$ cat config.mk
export PLATFORM = sky130hd
export DESIGN_NAME = usvt_first
export DESIGN_NICKNAME = d
export VERILOG_FILES = /design/src/sv/usvt_first.sv
export SDC_FILE = /design/constraint.sdc
export NUM_CORES = 1
export LEC_CHECK = 0
export ABC_CLOCK_PERIOD_IN_PS = 1600
export BUFFER_PORTS_ARGS = -buffer_cell sky130_fd_sc_hd__buf_2
export CAP_MARGIN = 20
export CORE_MARGIN = 8
export CORE_UTILIZATION = 42
export DETAILED_ROUTE_END_ITERATION = 16
export PLACE_DENSITY_LB_ADDON = 0.3
export SLEW_MARGIN = 10
export SYNTH_ARGS = -nofsm -noshare
export SYNTH_HDL_FRONTEND = slang
export SYNTH_SLANG_ARGS = --single-unit
$ cat constraint.sdc
create_clock -name vclk -period 1.6
set_input_delay 0.16 -clock vclk [all_inputs]
set_output_delay 0.16 -clock vclk [all_outputs]
set_load 0.02 [all_outputs]
$ cat src/sv/usvt_first.sv
// first-match priority encoder over the match flags of the cells
module usvt_first #(
   parameter int DEPTH = 64
) (
   input  logic [DEPTH-1:0]         match,
   output logic [$clog2(DEPTH)-1:0] first_pos,
   output logic                     any_match
);

   localparam int IW = $clog2(DEPTH);

   // lowest index wins
   always_comb begin
      first_pos = '0;
      for (int i = DEPTH - 1; i >= 0; i--) begin
         if (match[i]) begin
            first_pos = IW'(i);
         end
      end
   end

   assign any_match = |match;

endmodule

==> summary.md <==
| Metric | Value |
|---|---|
| Final setup vio count | 6 |
| Drt drc | 0 |
| Routed vias | 1663 |
| Routed met2 length | 2420 um |
| Layout Nets | 310 |
| Sw Share | 0.5043 |
| Final ANT Viol Nets | 0 |
| LEAKAGE | 0.7177 nW |
| Grt ovf | 0 |
| Run status | finished with violations |
| WS Path Type | input port to output port |
| Area contributors post-synth | nor4_1 11%, nor2_1 8.0%, nor3_1 6.8%, a21oi_1 5.6%, nor4_4 4.8% |
| Fin crit share | 1.155 |
| Type of origin of the critical path | input port |
| Gate power share | 1.000 |
| Crit path DAT | 1690 ps |
| Routed wl met3 | 358 um |
| Row Count | 16 |
| Yosys warnings | 0 |
| Die W | 61.96 um |
| Post-Synthesis Cells | 145 |
| Number of global-route vias before repair | 1594 |
| Register area share after synthesis | 0 |
| Initial antenna violation count | 0 |
| Via/cell ratio | 6.137 |
| Area Overhead vs Synth | 92.10% |
| Register area | 0 um2 |
| Worst Path Max Fanout | 2 |
| Post-Syn Area | 887.1 um2 |
| Routed length per instance | 17.20 um |
| Core area | 1982 um2 |
| DP HPWL | 3293 um |
| Power Dens Cells | 202.0 nW/um2 |
| Max_cap viols | 0 |
| Gpl congestion | 0.8374 |
| Die height | 61.96 um |
| Global-route wire length before repair | 6403 um |
| Pre-CTS WS | -216.6 ps |
| Final core occ | 0.8598 |
| Hold buffers post-CTS | 0 |
| Total count of max-transition violations in the final report | 0 |
| Distinct cells, synth | 40 |
| Top cell type by total area after synthesis | nor4_1 |
| Hold Slack | 735.4 ps |
| RSZ-0062 raised after global routing | true |
| PortBufs | 71 |
| Failing checks | setup timing |
| Hold WC Path Type | input port to output port |
| GRT Total Usage | 0.2054 |
| Met1 Routed Length | 1712 um |
| IO Pins | 71 |
| Die area | 3839 um2 |
| Drt first pass iters | 4 |
| Worst VDD drop | 0.1711 mV |
| Top sig layer | met4 |
| Seq cells | 0 |
| Max-slew headroom | 0.5921 |
| Final min period | 1848 ps |
| Synth Area per Inst | 6.118 um2 |
| Final worst slack | -248.4 ps |
| CLK BUF | 0 |
| Overall power | 0.3442 mW |
| Measured slew at the worst slew-check pin | 606.2 ps |
| N_diodes | 0 |
| Non-Filler Instances | 271 |
| Worst EP required | 1440 ps |
| Final Hold Vio Count | 0 |
| Net Sw Power | 0.1736 mW |
| Initial DRC count | 83 |
| Sequential Power Share | 0 |
| Synth top area share | 0.1128 |
| Final wirelength | 4661 um |
| Clock share of power | 0 |
| Placed cell count | 268 |
| Layout cells sized above 1 | 0.5164 |
| Worst Setup End Kind | output port |
| FMAX | 541.0 MHz |
| Largest net degree at the start of global routing | 6 |
| Internal | 0.1706 mW |
| Mapped Nets | 209 |
| Initial Util | 0.4476 |
[metal layers]
metal | GRT usage | vias up
met5 | 0 | -
met1 | 0.2269 | 758
met4 | 0.07468 | 0
met3 | 0.02881 | 22
met2 | 0.3835 | 103
li1 | - | 780
[Yosys cell counts (all sizes together) (2+ instances only)]
master and instances:
nor2 20, nor4 18, nor3 12, a21oi 10, inv 10, nand2 9
nand3 7, o21ai 7, nor2b 5, or4 5, nand2b 4, o211ai 4
a21boi 3, o21a 3, o21bai 3, o311ai 3, o31ai 3, or3 3
a211oi 2, a31oi 2
[cell families after synthesis]
| kind of cell | after synthesis | share of synthesized area |
|---|---|---|
| buffers and inverters | 10 | 0.04232 |
| AND/OR/NAND/NOR | 88 | 0.5938 |
| AO/OA/AOI/OAI | 47 | 0.3639 |
[final cells by class]
type | instances | area, um2
timing repair buffer | 99 | 643.1
fill | 115 | 277.8
multi-input combinational | 135 | 989.7
inverter | 10 | 37.54
tap | 27 | 33.78
[critical path: stages]
cell      delay (ps)
buf_6             90
or4_4            550
nor4b_4          320
nand3_2          150
nor2_4           140
nand3b_1         120
buf_6            150
[power by group through the flow]
stage / logic (mW) / registers [mW] / clock network (mW)
after floorplan: 0.0872 / 0 / 0
after global placement: 0.272 / 0 / 0
after detailed placement: 0.281 / 0 / 0
after CTS: 0.311 / 0 / 0
after global routing: 0.370 / 0 / 0
final: 0.344 / 0 / 0
[what timing repair did]
item | in CTS | in global routing
setup endpoints to repair | 7 | 7
buffers inserted | 2 | 2
pin swaps | 18 | 20
gates resized for setup | 26 | 17
[final timing paths]
| check | startpoint | to | slack (ps) | cells past startpoint |
|---|---|---|---|---|
| max | match[60] | any_match | -250 | 7 |
| min | match[1] | first_pos[3] | 740 | 5 |
[through the flow]
step	TNS (ps)	instance area (um2)
4_1_cts	-819.0	1603
6_report	-1158	1704
2_1_floorplan	-44.11	900.9
3_5_place_dp	-1102	1478
5_1_grt	-1546	1704
3_3_place_gp	-915.5	1478
[cells in the final DEF, fill, tap and decap left out, types with 9 or more instances in the layout]
master / n
a21oi_1: 10
buf_2: 58
buf_4: 29
buf_6: 12
inv_1: 10
nand2_1: 9
nor2_1: 18
nor3_1: 11
nor4_1: 11
Power figures use the tool's default switching activity.
