===== src/sv/usvt_pkg.sv =====
// shared types and opcode constants for the unique value set table
package usvt_pkg;

   // request opcodes
   localparam logic [1:0] OP_ADD    = 2'd0;
   localparam logic [1:0] OP_FIND   = 2'd1;
   localparam logic [1:0] OP_REMOVE = 2'd2;

   // widths of the stored values, the remove position, the match position and the entry count fields
   localparam int VALUE_W = 32;
   localparam int RPOS_W  = 6;
   localparam int MPOS_W  = 6;
   localparam int COUNT_W = 7;

   // control sequencer states
   typedef enum logic {
      ST_IDLE,
      ST_EXEC
   } state_type;

   // command broadcast to every cell of the chain
   typedef struct packed {
      logic              compare;
      logic              append;
      logic              remove;
      logic [RPOS_W-1:0] rm_pos;
   } cell_cmd_type;

endpackage


===== src/sv/usvt_cell.sv =====
// one table cell: holds an entry, compares it with the key, takes its neighbor on remove
module usvt_cell #(
   parameter int INDEX   = 0,
   parameter int CNT_W   = 7
) (
   input  logic                           clock,
   input  usvt_pkg::cell_cmd_type         cmd,
   input  logic [usvt_pkg::VALUE_W-1:0]   key,
   input  logic [CNT_W-1:0]               count,
   input  logic [usvt_pkg::VALUE_W-1:0]   next_entry,
   output logic [usvt_pkg::VALUE_W-1:0]   entry,
   output logic                           match
);

   localparam int W = CNT_W + usvt_pkg::RPOS_W;

   logic [usvt_pkg::VALUE_W-1:0] entry_ff;
   logic [usvt_pkg::VALUE_W-1:0] entry_in;
   logic                         match_ff;
   logic                         match_in;
   logic                         occupied;
   logic                         at_tail;
   logic                         in_shift;

   // position of this cell against the count and the remove point
   assign occupied = W'(INDEX) < W'(count);
   assign at_tail  = W'(INDEX) == W'(count);
   assign in_shift = (W'(INDEX) >= W'(cmd.rm_pos)) && (W'(INDEX + 1) < W'(count));

   // entry update: append at the tail, or pull the neighbor down on remove
   always_comb begin
      entry_in = entry_ff;
      if (cmd.append && at_tail) begin
         entry_in = key;
      end else if (cmd.remove && in_shift) begin
         entry_in = next_entry;
      end
   end

   // match flag, sampled when the request is taken
   assign match_in = occupied && (entry_ff == key);

   always_ff @(posedge clock) begin
      entry_ff <= entry_in;
      if (cmd.compare) begin
         match_ff <= match_in;
      end
   end

   assign entry = entry_ff;
   assign match = match_ff;

endmodule


===== config.mk =====
export PLATFORM = sky130hd
export DESIGN_NAME = usvt_cell
export DESIGN_NICKNAME = d
export VERILOG_FILES = /design/src/sv/usvt_pkg.sv /design/src/sv/usvt_cell.sv
export SDC_FILE = /design/constraint.sdc
export NUM_CORES = 1
export LEC_CHECK = 0
export BUFFER_PORTS_ARGS = -buffer_cell sky130_fd_sc_hd__buf_2
export CAP_MARGIN = 20
export CORE_MARGIN = 4
export CORE_UTILIZATION = 41
export CTS_BUF_LIST = sky130_fd_sc_hd__clkbuf_2 sky130_fd_sc_hd__clkbuf_4 sky130_fd_sc_hd__clkbuf_8
export DETAILED_ROUTE_END_ITERATION = 6
export GPL_TIMING_DRIVEN = 0
export HOLD_SLACK_MARGIN = 0.06
export PLACE_DENSITY = 0.79
export SYNTH_ARGS = -nofsm -noshare
export SYNTH_HDL_FRONTEND = slang
export SYNTH_SLANG_ARGS = --single-unit
export TNS_END_PERCENT = 50

===== constraint.sdc =====
create_clock -name clock -period 2.1 [get_ports clock]
set_clock_uncertainty 0.05 [all_clocks]
set_input_delay 0 -clock clock [delete_from_list [all_inputs] [get_ports clock]]
set_output_delay 0 -clock clock [all_outputs]
set_load 0.01 [all_outputs]

==> metrics.md, run 1 <==
| Metric | Value |
|---|---|
| Post_cts resized | `0` |
| CTS clk-pin slew, worst paths | `about 60 ps` |
| Layout area overhead | `71.3%` |
| Fillers | `between 200 and 300` |
| Area leader, netlist | `edfxtp_1` |
| Via count | `between 1500 and 2000` |
| GRT Total Usage | `a little over a fifth` |
| Status | `finished clean` |
| Synth warnings | `0` |
| CP arrival | `~2000 ps` |
| CTS tree | `yes` |
| Setup WS post-layout | `51.7 ps` |
| Total negative slack | `0 ps` |
| HP Class | `in2reg` |
| Die area | `about 5800 µm²` |
| I/O Pins | `roughly 110` |
| Synth top area cells | `edfxtp_1 (52%), mux2_4 (23%), xor2_1 (15%)` |
| CP required | `~2100 ps` |
| Vias in the first global route | `a little under 2000` |
| Hold-fix buffers at CTS | `65` |
| P per Cell Area | `449 nW/µm²` |
| Worst-Margin Slew | `just under 800 ps` |
| Synth Flop Type | `edfxtp_1` |
| Final period util | `between 90 and 100%` |
| Crit path max fanout | `10` |
| Count of pins over their slew limit | `0` |
| Setup CP Type | `in2reg` |
| Synth Instances | `~120` |
| Number of synthesized flops with an enable pin | `33` |
| Drt total wl | `6000 µm` |
| Routed Antenna Nets | `0` |
| Global-route wire length before repair | `9470 µm` |
| Dpl ws | `-95.5 ps` |
| Post-synthesis async set-or-reset flop share | `0%` |
| GPL Wtd Cong | `about 0.7` |
| Fin. Hold Viols | `0` |
| Syn nets | `200` |
| Die Y-Extent | `~76 µm` |
| Worst skew pair latency | `about 270 ps` |
| Max Cap Violations | `0` |
| Worst vdd rail ir drop | `0.294 mV` |
| Placed inst area | `between 2000 and 3000 µm²` |
| #FFs+latches synth | `33` |
| Overflow after GRT | `0` |
| Die width | `between 70 and 80 µm` |
| Number of post-CTS setup repair buffers | `0` |
| Initial DRC Count | `between 90 and 100` |
| Placed insts | `~280` |
| Core ar. | `approximately 4400 µm²` |
| Hpwl dp | `roughly 3700 µm` |
| CTS Buffer Depth | `2` |
| Crit end category | `register` |
| Fmax | `between 0.4 and 0.5 GHz` |
| RSZ-0062 raised after global routing | `no` |
| Part of the Yosys area used for sequential elements | `between 50% and 60%` |
| # port buffers | `about 110` |
| Row count | `24` |
| Layout Cells excl Fill | `~360` |
| CTS Buf Count | `5` |
| Largest net degree at the start of global routing | `33` |
| Avg Cell Area, Syn | `between 15 and 20 µm²` |
| Post-synth top area share | `between 50% and 60%` |
| Share of post-route cells with drive strength above 1 | `about 52%` |
| Synth top cells by count | `edfxtp_1 (33), xor2_1 (32), mux2_4 (29)` |
| CTS sink cnt | `33` |
| Most common cell in the netlist | `edfxtp_1` |
| Yosys cell types | `15` |
| Rel. slew slack | `47.3%` |
| DR DRC count | `0` |
| Final layout net count | `385` |
| WL/cell | `approximately 17 µm` |
| # H-tree levels | `2` |
| Finished layout cell area | `~3300 µm²` |
| Synth Cell Area | `~1900 µm²` |
| Clock Tree Root | `clkbuf_8` |
| Initial antenna violation count | `0` |
| Drt pass-1 iters | `4` |
| Via density | `~5` |
| Initial Util | `approximately 43%` |
| Final Setup Violations | `0` |
| Worst Setup Start Kind | `input pin` |
| Min cycle time layout | `around 2000 ps` |
| Diodes inserted | `0` |
| Leakage | `between 1.5 and 2 nW` |
-- kinds of logic after synthesis --
group	share of synthesized area, %
simple gates	6.81
flops	51.8
mux	24.5
compound gates	0.393
xor+xnor	14.7
buf+inv	1.77
-- per-layer routing --
layer / track usage (%) / vias to the layer above / routed length, µm
met3: 5.32 / 13 / 404
met2: 39.5 / 91 / 3200
met5: 0 / - / 0
li1: - / 821 / -
met1: 21.8 / 811 / 2270
met4: 7.97 / 0 / 124
-- flip-flops by register name, summed over array words and instances (netlist names) --
signal / flops
entry: 32
match: 1
-- layout make-up --
class,instances,area [µm²],area share (%)
Clock buffer,6,76.3,2.33
Sequential cell,33,991,30.3
Multi-Input combinational cell,83,890,27.2
Timing Repair Buffer,178,1220,37.1
Buffer,3,33.8,1.03
Tap cell,52,65.1,1.99
Clock inverter,1,3.75,0.115
-- through the flow --
| stage | hold WS, ps | utilization, % | total power [mW] |
|---|---|---|---|
| 6_report | 138 | 73.7 | 1.47 |
| 5_1_grt | 129 | 73.7 | 1.53 |
| 4_1_cts | 132 | 73.7 | 1.48 |
| 3_5_place_dp | 151 | 57.3 | 0.936 |
| 3_3_place_gp | 149 | 57.3 | 0.930 |
| 2_1_floorplan | 62.5 | - | 0.833 |
-- worst paths after layout --
path             start   endpoint  slack [ps]  cells past startpoint
max           count[5]  entry[25]          50                      7
min           count[0]      match         140                      3
max reg2reg  entry[27]      match         570                      4
min reg2reg  entry[31]      match         800                      4
-- cells in the final DEF, fill, tap and decap left out --
master         instances
dlygate4sd3_1         65
edfxtp_1              33
or2_2                  1
nand2_2                1
clkbuf_4               1
nor4_1                 8
clkbuf_8               5
xor2_1                32
o211ai_1               1
buf_2                113
nor4b_1                1
nand2_4                1
nor3_1                 2
buf_6                  3
mux2_4                29
or4_4                  1
nand4_1                2
mux2_2                 3
nor3_4                 1
clkinv_1               1
-- critical path, cell delays in order --
cell and delay (ps):
buf_2 90, or4_4 540, nor3_4 190, nand2_4 120, buf_6 190, mux2_4 310, dlygate4sd3_1 570
-- where the power goes --
| part | internal [mW] | switching (mW) | total (mW) |
|---|---|---|---|
| sequential | 0.732 | 0.00433 | 0.737 |
| clock | 0.236 | 0.212 | 0.448 |
| combinational | 0.197 | 0.0904 | 0.288 |
| total | 1.17 | 0.306 | 1.47 |
No activity file was read; power rests on OpenSTA's default activity.
==> run 2, diff against run 1 <==
--- a/config.mk
+++ b/config.mk
@@ -7,12 +7,14 @@
 export LEC_CHECK = 0
 export BUFFER_PORTS_ARGS = -buffer_cell sky130_fd_sc_hd__buf_2
 export CAP_MARGIN = 20
+export CORE_ASPECT_RATIO = 1.4
 export CORE_MARGIN = 4
 export CORE_UTILIZATION = 41
 export CTS_BUF_LIST = sky130_fd_sc_hd__clkbuf_2 sky130_fd_sc_hd__clkbuf_4 sky130_fd_sc_hd__clkbuf_8
 export DETAILED_ROUTE_END_ITERATION = 6
 export GPL_TIMING_DRIVEN = 0
 export HOLD_SLACK_MARGIN = 0.06
+export MAX_ROUTING_LAYER = met4
 export PLACE_DENSITY = 0.79
 export SYNTH_ARGS = -nofsm -noshare
 export SYNTH_HDL_FRONTEND = slang
==> run 2 against run 1 <==
- final area increased by 2.2%
- global-route usage rose by 1.8 points
- sequential share of layout area down 0.66 points
- combinational power rose by 3%
- die area up 0.26%
- via count rose by 2.9%
- non-clock buffer count is 3 higher
- hold slack better by 56 ps
- total power up 2.1%
- sequential power barely moved
- largest power group unchanged
- critical path type unchanged
- sequential cell count unchanged
- critical endpoint is now entry[8]
==> metrics.md, run 2 (synthesis gave the netlist of run 1 again) <==
| Metric | Value |
|---|---|
| GR Util met3 | `4.32% (was 5.32%)` |
| Worst vdd rail ir drop | `0.316 mV (was 0.294 mV)` |
| GRT Total Usage | `22.6% (was 20.8%)` |
| CTS sink cnt | `33 (unchanged)` |
| Clock Tree Root | `clkbuf_8 (unchanged)` |
| Global-route wire length before repair | `9360 µm (was 9470 µm)` |
| Most frequent cells in the layout | `buf_2 (113), dlygate4sd3_1 (61), edfxtp_1 (33) (was buf_2 (113), dlygate4sd3_1 (65), edfxtp_1 (33))` |
| P_int | `1.16 mW (was 1.17 mW)` |
| Min cycle time layout | `2070 ps (was 2050 ps)` |
| Fillers | `299 (was 295)` |
| Worst Setup Start Kind | `input pin (unchanged)` |
| Initial DRC Count | `108 (was 94)` |
| P per Cell Area | `449 nW/µm² (about the same)` |
| Worst skew pair latency | `290 ps (was 270 ps)` |
| Fin util | `73.8% (was 73.7%)` |
| Most congested layer reported by global routing | `met2 (unchanged)` |
| Layout area overhead | `75.1% (was 71.3%)` |
| Hpwl dp | `3820 µm (was 3680 µm)` |
| Overflow after GRT | `0 (unchanged)` |
| CTS Buffer Depth | `2 (unchanged)` |
| Final Setup Violations | `0 (unchanged)` |
| Power share of the clock group | `31.3% (was 30.4%)` |
| Via density | `4.83 (was 4.88)` |
| Vias in the first global route | `1931 (was 1971)` |
| Routed Antenna Nets | `0 (unchanged)` |
| Final period util | `98.7% (was 97.5%)` |
| Final layout net count | `388 (was 385)` |
| GR Util met1 | `22.1% (was 21.8%)` |
| Crit end category | `register (unchanged)` |
| HP Class | `in2reg (unchanged)` |
| WL/cell | `17.6 µm (was 16.9 µm)` |
| Leakage | `1.60 nW (was 1.54 nW)` |
| Initial antenna violation count | `0 (unchanged)` |
| Diodes inserted | `0 (unchanged)` |
| Die area | `5830 µm² (was 5820 µm²)` |
| Dpl ws | `-114 ps (was -95.5 ps)` |
| Psw | `0.343 mW (was 0.306 mW)` |
| Total negative slack | `0 ps (unchanged)` |
| Largest net degree at the start of global routing | `33 (unchanged)` |
| # port buffers | `113 (unchanged)` |
| Fin. Hold Viols | `0 (unchanged)` |
| # H-tree levels | `2 (unchanged)` |
| FF+latch area | `991 µm² (unchanged)` |
| Logic pwr share | `19.7% (was 19.5%)` |
| RSZ-0062 raised after global routing | `yes (was no)` |
| Sequential share of power | `49.0% (was 50.1%)` |
| Sw Ratio | `22.8% (was 20.8%)` |
| Drt total wl | `6500 µm (was 6000 µm)` |
| Rel. slew slack | `49.5% (was 47.3%)` |
| Commonest non-fill, non-tap cell in the layout | `buf_2 (unchanged)` |
| Die Y-Extent | `88.8 µm (was 76.3 µm)` |
| CTS clk-pin slew, worst paths | `80 ps (was 60 ps)` |
| Total Power | `1.50 mW (was 1.47 mW)` |
| DR DRC count | `0 (unchanged)` |
| Placed insts | `294 (was 284)` |
| Core ar. | `4540 µm² (was 4440 µm²)` |
| Row count | `29 (was 24)` |
| Max reg flops | `32 (unchanged)` |
| Footprint of the multi-input gates | `890 µm² (unchanged)` |
| Count of pins over their slew limit | `0 (unchanged)` |
| Placed inst area | `2560 µm² (was 2540 µm²)` |
| CTS Buf Count | `5 (unchanged)` |
| Finished layout cell area | `3350 µm² (was 3280 µm²)` |
| CP arrival | `2060 ps (was 2010 ps)` |
| I/O Pins | `114 (unchanged)` |
| Fin Hold WS | `194 ps (was 138 ps)` |
| Layout Cells excl Fill | `370 (was 356)` |
| Worst-Margin Slew | `754 ps (was 788 ps)` |
| Met2 GRT Util | `42.9% (was 39.5%)` |
| Die width | `65.7 µm (was 76.3 µm)` |
| CP required | `2090 ps (was 2070 ps)` |
| Drt pass-1 iters | `4 (unchanged)` |
| Setup CP Type | `in2reg (unchanged)` |
| Share of post-route cells with drive strength above 1 | `53.2% (was 52.3%)` |
| Crit path max fanout | `10 (unchanged)` |
| GPL Wtd Cong | `0.773 (was 0.709)` |
| Max Cap Violations | `0 (unchanged)` |
| Status | `finished clean (unchanged)` |
| Fmax | `0.482 GHz (was 0.488 GHz)` |
| Initial Util | `42.2% (was 43.0%)` |
| Via count | `1786 (was 1736)` |
| Setup WS post-layout | `26.3 ps (was 51.7 ps)` |
| CTS tree | `yes (unchanged)` |
run 2: power by group through the flow:
stage	logic, mW	clock network, mW	registers [mW]
2_1_floorplan	0.0787	0	0.754
3_3_place_gp	0.182	0	0.750
3_5_place_dp	0.187	0	0.751
4_1_cts	0.282	0.481	0.736
5_1_grt	0.317	0.509	0.737
6_report	0.296	0.471	0.736
run 2: cell type report:
cell class,instances,area share [%]
buffer,3,1.64
clock inverter,3,0.523
clock buffer,5,2.06
tap,62,2.32
timing repair buffer,181,37.3
sequential,33,29.6
multi-input combinational,83,26.6
run 2: final timing paths:
check                 start        end  slack, ps  cells after the start
setup reg to reg   entry[7]      match        530                      4
hold / removal      key[26]  entry[26]        190                      3
setup / recovery   count[5]   entry[8]         30                      7
hold reg to reg   entry[14]      match        820                      4
run 2: metal layers:
metal	vias up	wire length, µm
li1	829	-
met1	853	2270
met2	90	3640
met3	14	428
met4	0	156
met5	-	0
run 2: repair_timing:
item | CTS | global route
gates resized for setup | 0 | 9
hold buffers | 65 | 1
hold endpoints to repair | 33 | 1
buffers inserted | 0 | 3
setup endpoints to repair | 0 | 6
run 2: critical path, cell delays in order:
cell,delay [ps]
buf_2,100
or4_4,550
nor3_4,250
nand2_4,120
buf_12,170
mux2_4,290
dlygate4sd3_1,570
